**src/rtl/slsc_pkg.sv**
```systemverilog
`timescale 1ns / 1ps

package slsc_pkg;

  localparam int unsigned ByteW       = 8;
  localparam int unsigned StatusW     = 2;
  localparam logic [7:0]  MaxLenReset = 8'd99;

  localparam logic [7:0] ChCpmEof = 8'h1A;
  localparam logic [7:0] ChTilde  = 8'h7E;
  localparam logic [7:0] ChSpace  = 8'h20;
  localparam logic [7:0] ChHash   = 8'h23;
  localparam logic [7:0] ChTab    = 8'h09;
  localparam logic [7:0] ChCr     = 8'h0D;
  localparam logic [7:0] ChLf     = 8'h0A;

  typedef enum logic [2:0] {
    PH_SKIP     = 3'd0,
    PH_BODY     = 3'd1,
    PH_COMMENT  = 3'd2,
    PH_AFTER_CR = 3'd3,
    PH_DRAIN    = 3'd4
  } phase_e;

  typedef enum logic [1:0] {
    ST_OK       = 2'd0,
    ST_ILLEGAL  = 2'd1,
    ST_TOO_LONG = 2'd2,
    ST_EOD      = 2'd3
  } status_e;

  typedef enum logic {
    KIND_CHAR = 1'b0,
    KIND_EOL  = 1'b1
  } kind_e;

  typedef struct packed {
    logic [ByteW-1:0] in_byte;
    logic             end_of_data;
  } item_t;

  typedef struct packed {
    kind_e              kind;
    logic [ByteW-1:0]   char_value;
    logic [ByteW-1:0]   char_pos;
    logic [ByteW-1:0]   line_length;
    logic [StatusW-1:0] status;
    logic [ByteW-1:0]   error_pos;
  } result_t;

endpackage

```
**src/rtl/script_line_scanner_core.sv**
```systemverilog
`timescale 1ns / 1ps
// A word is accepted into the input register, then scanned into the result register
// once that is free; m_axis takes the result from there.
// Throughput: one word per cycle unless m_axis stalls; one scan step sits between them.
// A word that yields no result still takes one step and leaves the result register alone.
// Reset (rst_ni low, asynchronous): both registers empty, scanner skipping leading blanks,
// line counters cleared, max_len back to 99.
module script_line_scanner_core (
  input  logic        clk_i,
  input  logic        rst_ni,
  input  logic        cfg_we_i,
  input  logic [7:0]  cfg_wdata_i,
  input  logic        s_axis_tvalid_i,
  output logic        s_axis_tready_o,
  input  logic [7:0]  s_axis_tdata_i,   // [7:0] in_byte
  input  logic        s_axis_tlast_i,   // end_of_data
  output logic        m_axis_tvalid_o,
  input  logic        m_axis_tready_i,
  output logic [39:0] m_axis_tdata_o,   // [7:0] char_value, [15:8] char_pos,
                                        // [23:16] line_length, [25:24] status,
                                        // [33:26] error_pos, [39:34] zero
  output logic        m_axis_tuser_o    // kind
);
  import slsc_pkg::*;

  item_t   in_item;
  item_t   item;
  logic    item_valid;
  logic    out_free;
  logic    step;
  logic    res_valid;
  result_t res;
  result_t out_res;

  assign in_item.in_byte     = s_axis_tdata_i;
  assign in_item.end_of_data = s_axis_tlast_i;
  assign step                = item_valid && out_free;

  slsc_in_stage u_in (
    .clk_i        (clk_i),
    .rst_ni       (rst_ni),
    .in_valid_i   (s_axis_tvalid_i),
    .in_ready_o   (s_axis_tready_o),
    .in_item_i    (in_item),
    .item_valid_o (item_valid),
    .item_take_i  (step),
    .item_o       (item)
  );

  slsc_scan u_scan (
    .clk_i       (clk_i),
    .rst_ni      (rst_ni),
    .cfg_we_i    (cfg_we_i),
    .cfg_wdata_i (cfg_wdata_i),
    .step_i      (step),
    .item_i      (item),
    .res_valid_o (res_valid),
    .res_o       (res)
  );

  slsc_out_stage u_out (
    .clk_i       (clk_i),
    .rst_ni      (rst_ni),
    .load_i      (step),
    .res_valid_i (res_valid),
    .res_i       (res),
    .free_o      (out_free),
    .out_valid_o (m_axis_tvalid_o),
    .out_ready_i (m_axis_tready_i),
    .out_o       (out_res)
  );

  assign m_axis_tuser_o = out_res.kind;
  assign m_axis_tdata_o = {6'd0, out_res.error_pos, out_res.status, out_res.line_length,
                           out_res.char_pos, out_res.char_value};

endmodule

```
**src/rtl/slsc_in_stage.sv**
```systemverilog
`timescale 1ns / 1ps

module slsc_in_stage (
  input  logic           clk_i,
  input  logic           rst_ni,
  input  logic           in_valid_i,
  output logic           in_ready_o,
  input  slsc_pkg::item_t in_item_i,
  output logic           item_valid_o,
  input  logic           item_take_i,
  output slsc_pkg::item_t item_o
);
  import slsc_pkg::*;

  logic  valid_q;
  item_t item_q;

  assign in_ready_o   = !valid_q || item_take_i;
  assign item_valid_o = valid_q;
  assign item_o       = item_q;

  always_ff @(posedge clk_i or negedge rst_ni) begin
    if (!rst_ni) begin
      valid_q <= 1'b0;
    end else if (in_ready_o) begin
      valid_q <= in_valid_i;
    end
  end

  always_ff @(posedge clk_i) begin
    if (in_valid_i && in_ready_o) begin
      item_q <= in_item_i;
    end
  end

endmodule

```
**src/rtl/slsc_scan.sv**
```systemverilog
`timescale 1ns / 1ps

module slsc_scan (
  input  logic             clk_i,
  input  logic             rst_ni,
  input  logic             cfg_we_i,
  input  logic [7:0]       cfg_wdata_i,
  input  logic             step_i,
  input  slsc_pkg::item_t  item_i,
  output logic             res_valid_o,
  output slsc_pkg::result_t res_o
);
  import slsc_pkg::*;

  logic [7:0]   max_len_q;
  phase_e       phase_q, phase_d;
  logic [7:0]   stored_q, stored_d;
  logic [7:0]   trim_q, trim_d;
  logic [1:0]   err_q, err_d;
  logic [7:0]   bad_pos_q, bad_pos_d;

  logic [7:0]   b;
  logic         eod;
  logic         blank;
  logic         do_body;
  logic         do_eol;
  logic [1:0]   eol_status;
  logic         first_bad;

  assign b     = item_i.in_byte;
  assign eod   = item_i.end_of_data;
  assign blank = (b == ChSpace) || (b == ChTab);

  always_comb begin
    phase_d     = phase_q;
    stored_d    = stored_q;
    trim_d      = trim_q;
    err_d       = err_q;
    bad_pos_d   = bad_pos_q;
    do_body     = 1'b0;
    do_eol      = 1'b0;
    eol_status  = err_q;
    first_bad   = 1'b0;
    res_valid_o = 1'b0;
    res_o       = '0;

    if (phase_q == PH_DRAIN) begin
      if (eod) begin
        phase_d   = PH_SKIP;
        stored_d  = '0;
        trim_d    = '0;
        err_d     = ST_OK;
        bad_pos_d = '0;
      end
    end else if (eod) begin
      phase_d    = PH_SKIP;
      do_eol     = 1'b1;
      eol_status = ST_EOD;
    end else begin
      unique case (phase_q)
        PH_COMMENT: begin
          do_body = (b == ChCr) || (b == ChLf) || (b == ChCpmEof);
        end
        PH_AFTER_CR: begin
          phase_d = PH_SKIP;
          do_body = (b != ChLf) && !blank;
        end
        PH_BODY: begin
          do_body = 1'b1;
        end
        default: begin
          phase_d = PH_SKIP;
          do_body = !blank;
        end
      endcase
    end

    if (do_body) begin
      if (b == ChCr) begin
        phase_d = PH_AFTER_CR;
        do_eol  = 1'b1;
      end else if (b == ChLf) begin
        phase_d = PH_SKIP;
        do_eol  = 1'b1;
      end else if (b == ChCpmEof) begin
        phase_d    = PH_DRAIN;
        do_eol     = 1'b1;
        eol_status = ST_EOD;
      end else begin
        phase_d = PH_BODY;
        if (((b < ChSpace) || (b > ChTilde)) && (err_q == ST_OK)) begin
          first_bad = 1'b1;
          bad_pos_d = stored_q;
          err_d     = ST_ILLEGAL;
        end
        if (b == ChHash) begin
          phase_d = PH_COMMENT;
        end else if (stored_q >= max_len_q) begin
          err_d = ST_TOO_LONG;
        end else begin
          stored_d         = stored_q + 8'd1;
          if (!blank) begin
            trim_d = stored_q + 8'd1;
          end
          res_valid_o      = 1'b1;
          res_o.kind       = KIND_CHAR;
          res_o.char_value = b;
          res_o.char_pos   = stored_q;
          res_o.status     = first_bad ? ST_ILLEGAL : ST_OK;
        end
      end
    end

    if (do_eol) begin
      res_valid_o       = 1'b1;
      res_o.kind        = KIND_EOL;
      res_o.line_length = trim_q;
      res_o.status      = eol_status;
      res_o.error_pos   = (eol_status == ST_ILLEGAL) ? bad_pos_q : 8'd0;
      stored_d          = '0;
      trim_d            = '0;
      err_d             = ST_OK;
      bad_pos_d         = '0;
    end
  end

  always_ff @(posedge clk_i or negedge rst_ni) begin
    if (!rst_ni) begin
      max_len_q <= MaxLenReset;
    end else if (cfg_we_i) begin
      max_len_q <= cfg_wdata_i;
    end
  end

  always_ff @(posedge clk_i or negedge rst_ni) begin
    if (!rst_ni) begin
      phase_q   <= PH_SKIP;
      stored_q  <= '0;
      trim_q    <= '0;
      err_q     <= ST_OK;
      bad_pos_q <= '0;
    end else if (step_i) begin
      phase_q   <= phase_d;
      stored_q  <= stored_d;
      trim_q    <= trim_d;
      err_q     <= err_d;
      bad_pos_q <= bad_pos_d;
    end
  end

endmodule

```
**src/rtl/slsc_out_stage.sv**
```systemverilog
`timescale 1ns / 1ps

module slsc_out_stage (
  input  logic              clk_i,
  input  logic              rst_ni,
  input  logic              load_i,
  input  logic              res_valid_i,
  input  slsc_pkg::result_t res_i,
  output logic              free_o,
  output logic              out_valid_o,
  input  logic              out_ready_i,
  output slsc_pkg::result_t out_o
);
  import slsc_pkg::*;

  logic    valid_q;
  result_t res_q;

  assign free_o      = !valid_q || out_ready_i;
  assign out_valid_o = valid_q;
  assign out_o       = res_q;

  always_ff @(posedge clk_i or negedge rst_ni) begin
    if (!rst_ni) begin
      valid_q <= 1'b0;
    end else if (load_i) begin
      valid_q <= res_valid_i;
    end else if (out_ready_i) begin
      valid_q <= 1'b0;
    end
  end

  always_ff @(posedge clk_i) begin
    if (load_i && res_valid_i) begin
      res_q <= res_i;
    end
  end

endmodule

```
**config.mk**
```make
export PLATFORM = sky130hd
export DESIGN_NAME = script_line_scanner_core
export DESIGN_NICKNAME = d
export VERILOG_FILES = /design/src/rtl/slsc_pkg.sv /design/src/rtl/script_line_scanner_core.sv /design/src/rtl/slsc_in_stage.sv /design/src/rtl/slsc_scan.sv /design/src/rtl/slsc_out_stage.sv
export SDC_FILE = /design/constraint.sdc
export NUM_CORES = 1
export LEC_CHECK = 0
export BUFFER_PORTS_ARGS = -buffer_cell sky130_fd_sc_hd__buf_2
export CAP_MARGIN = 20
export CORE_AREA = 2 2 97 99
export CTS_BUF_LIST = sky130_fd_sc_hd__clkbuf_8
export DETAILED_ROUTE_END_ITERATION = 8
export DIE_AREA = 0 0 99 101
export GPL_TIMING_DRIVEN = 0
export HOLD_SLACK_MARGIN = 0.06
export PLACE_DENSITY_LB_ADDON = 0.08
export SLEW_MARGIN = 15
export SYNTH_ARGS = -nofsm -noshare
export SYNTH_HDL_FRONTEND = slang
export SYNTH_SLANG_ARGS = --single-unit
```
**constraint.sdc**
```tcl
create_clock -name clk_i -period 7.4 [get_ports clk_i]
set_input_delay 0 -clock clk_i [delete_from_list [all_inputs] [get_ports clk_i]]
set_output_delay 0 -clock clk_i [all_outputs]
set_load 0.01 [all_outputs]
```
==> summary.md <==
| Metric | Value |
|---|---|
| Status | `finished, final reports clean` |
| Pre-Repair DR Iteration Count | `4` |
| Synth async-reset ratio | `0.470` |
| Antenna violations before repair | `0` |
| Violation count after the first detailed-route iteration | `110` |
| Distinct cells, synth | `51` |
| Yosys warns | `0` |
| Setup Fix Bufs, Post-CTS | `0` |
| Post-synthesis mux area share | `0.00298` |
| Max-slew headroom | `0.400` |
| I/O pin count | `65` |
| Reg clk slew, reported paths | `0.08 ns` |
| Maximum clock frequency | `0.309 GHz` |
| WHS Path Cells | `4` |
| Initial core utilization | `0.420` |
| Reg2Reg Depth | `10` |
| Setup violations, final | `0` |
| Avg WL per Cell | `14.3 microns` |
| Pre-CTS setup slack | `4.12 ns` |
| Global-route wire length before repair | `12.2 mm` |
| Tcrit/Tclk final | `0.437` |
| Cell Rows | `35` |
| Cell area power density | `282 nW/um^2` |
| Root cell of the clock tree | `clkbuf_8` |
| Layout cell share with drive strength beyond 1 | `0.229` |
| Hold Crit Class | `input port to register` |
| Die width | `99 microns` |
| CP Max Fanout | `24` |
| Clk_lat worst skew | `0.35 ns` |
| Fillers | `818` |
| Synth Area in Compound Gates | `0.129` |
| Vias in the first global route | `2492` |
| Core area | `8980 sq um` |
| Synth top area cells | `edfxtp_1, dfrtp_1, and2_1` |
| Fin Setup TNS | `0 ns` |
| Synth top cells by count | `edfxtp_1, dfrtp_1, and2_1` |
| CP Data Arrival Time | `3.29 ns` |
| Residual DRC | `0` |
| Worst Hold Endpoint | `u_scan.max_len_q[6]` |
| Final ANT Viol Nets | `0` |
| Post-synth top area share | `0.350` |
| Crit path launch | `u_scan.stored_q[0]` |
| Total Power | `1.33 mW` |
| Die height | `101 microns` |
| Reg2reg start | `u_scan.stored_q[0]` |
| Max Cap Viol | `0` |
| Clk sink count | `83` |
| Post-CTS sizing | `0` |
| Syn Area/Cell | `11.9 sq um` |
| Die area | `10000 sq um` |
| Clock skew | `0.0158 ns` |
| Most used flip-flop cell after synthesis | `edfxtp_1` |
| Maximum vdd ir drop | `0.109 mV` |
| Final core utilization | `0.528` |
| Hold_sp | `cfg_we_i` |
| GP Congestion | `0.865` |
| Critical path class | `register to register` |
| # diodes | `0` |
| Dominant combinational cell family by area after synthesis | `simple AND/OR/NAND/NOR gates` |
| Startpoint Class | `register` |
| Via density | `5.04` |
| Yosys reg bits | `83` |
| Post-route minimum period | `3.23 ns` |
| H-tree depth | `3` |
| Actual slew at the worst max-slew pin | `0.892 ns` |
| Most frequent cell after synthesis | `edfxtp_1` |
| Simple-Gate Fraction of Synth Area | `0.174` |
| Largest area contributor in the netlist | `edfxtp_1` |
| Worst EP required | `7.46 ns` |
| Number of flops mapped to enable cells by yosys | `44` |
| Largest net degree at the start of global routing | `40` |
| Post-Synth XOR/XNOR Area | `0.0162` |
| DR vias | `2696` |
| Hold_buf cts | `26` |
| Synthesized netlist cell count | `318` |
| Mapped Area | `3770 sq um` |
| TritonCTS clock tree | `done` |
| Internal reg-to-reg setup slack | `4.17 ns` |
| Max Buffers Root-to-Sink | `2` |
| Final worst slack | `4.17 ns` |
| Max-slew violation count | `0` |
| Dpl hpwl | `5.32 mm` |
| TritonCTS buffer count | `9` |
| Cell leakage power | `2.03 nW` |
| Final WL | `7.65 mm` |
| Port bufs | `58` |
| Gr usage total | `0.157` |
| RSZ-0062 raised after global routing | `no` |
| FF-to-FF End | `u_out.out_o[9]` |
| Final Hold Vio Count | `0` |
| Layout net count | `450` |
| Critical path capture point type | `register` |
| Area Overhead vs Synth | `25.5%` |
| Synth Area in Adders | `0.0298` |
| GRT overflow | `0` |
| Sequential element share of the synthesized area | `0.610` |
layout by cell type (no fill, tap or decap), drive strengths merged, types with 7 or more instances in the layout:
| cell type | Yosys | routed |
|---|---|---|
| o21ai | 24 | 24 |
| clkbuf | 8 | 18 |
| dlygate4sd3 | 0 | 26 |
| edfxtp | 44 | 44 |
| dfrtp | 35 | 35 |
| ha | 9 | 9 |
| nor2 | 17 | 17 |
| inv | 14 | 15 |
| a21oi | 8 | 8 |
| buf | 9 | 68 |
| nand3 | 9 | 9 |
| a22o | 10 | 10 |
| nand2 | 26 | 26 |
| nor2b | 7 | 7 |
| and2 | 30 | 30 |
power breakdown:
part / switching (mW) / total (mW) / internal [mW] / leakage (nW)
logic: 0.195 / 0.335 / 0.140 / 0.980
clock network: 0.162 / 0.359 / 0.197 / 0.115
registers: 0.0487 / 0.640 / 0.591 / 0.933
total: 0.406 / 1.33 / 0.928 / 2.03
final cells by class:
class | count | area [sq um] | area share
Sequential cell | 83 | 2300 | 0.486
Tap cell | 111 | 139 | 0.0293
Clock buffer | 10 | 138 | 0.0291
Buffer | 17 | 88.8 | 0.0188
Inverter | 14 | 52.6 | 0.0111
Multi-Input combinational cell | 209 | 1360 | 0.286
Timing Repair Buffer | 85 | 578 | 0.122
Clock inverter | 6 | 81.3 | 0.0172
registers in the layout (all words and copies together), names as in the netlist:
register / cells
u_in.item_valid_o: 1
u_scan.trim_q: 8
u_scan.max_len_q: 8
u_scan.err_q: 2
u_out.out_valid_o: 1
u_out.out_o: 35
u_scan.phase_q: 3
u_scan.stored_q: 8
u_in.item_o: 9
u_scan.bad_pos_q: 8
how the worst max path moves through the flow:
stage	end	slack, ns	cells past startpoint
2_1_floorplan	u_out.out_o[0]	3.63	9
4_1_cts	u_out.out_o[14]	4.11	10
3_3_place_gp	u_out.out_o[2]	2.55	9
5_1_grt	u_out.out_o[2]	3.83	10
6_report	u_out.out_o[9]	4.17	10
3_5_place_dp	u_out.out_o[18]	4.12	10
routing by layer:
metal | part of all wire | GRT usage | wire length, microns
met1 | 0.47 | 0.219 | 3600
met2 | 0.47 | 0.246 | 3620
met3 | 0.044 | 0.0333 | 335
met4 | 0.013 | 0.0506 | 96
met5 | 0 | 0 | 0
cell families after synthesis:
group	after synthesis
other	1
and+or+nand+nor	117
DFF	83
buffers and inverters	31
xor gates and xnor gates	7
AOI/OAI and AO/OA	69
muxes	1
adders and majority gates	9
metrics by stage:
stage                     instances  hold slack, ns  area, sq um
after global routing            535           0.239         4740
final                           535           0.139         4740
after floorplan                 323          -0.296         3790
after global placement          492           0.175         4220
after detailed placement        493           0.178         4260
after CTS                       535           0.119         4740
worst max-delay path, stage by stage, from the launching register on:
cell and delay (ns):
dfrtp_1 0.41, inv_1 0.20, ha_1 0.27, nor2b_1 0.10, o21ai_0 0.10, a41oi_1 0.41
nor3b_1 0.28, clkbuf_1 0.38, nor2_1 0.16, nor2_4 0.39, buf_16 0.23
No activity file was read; power rests on OpenSTA's default activity.
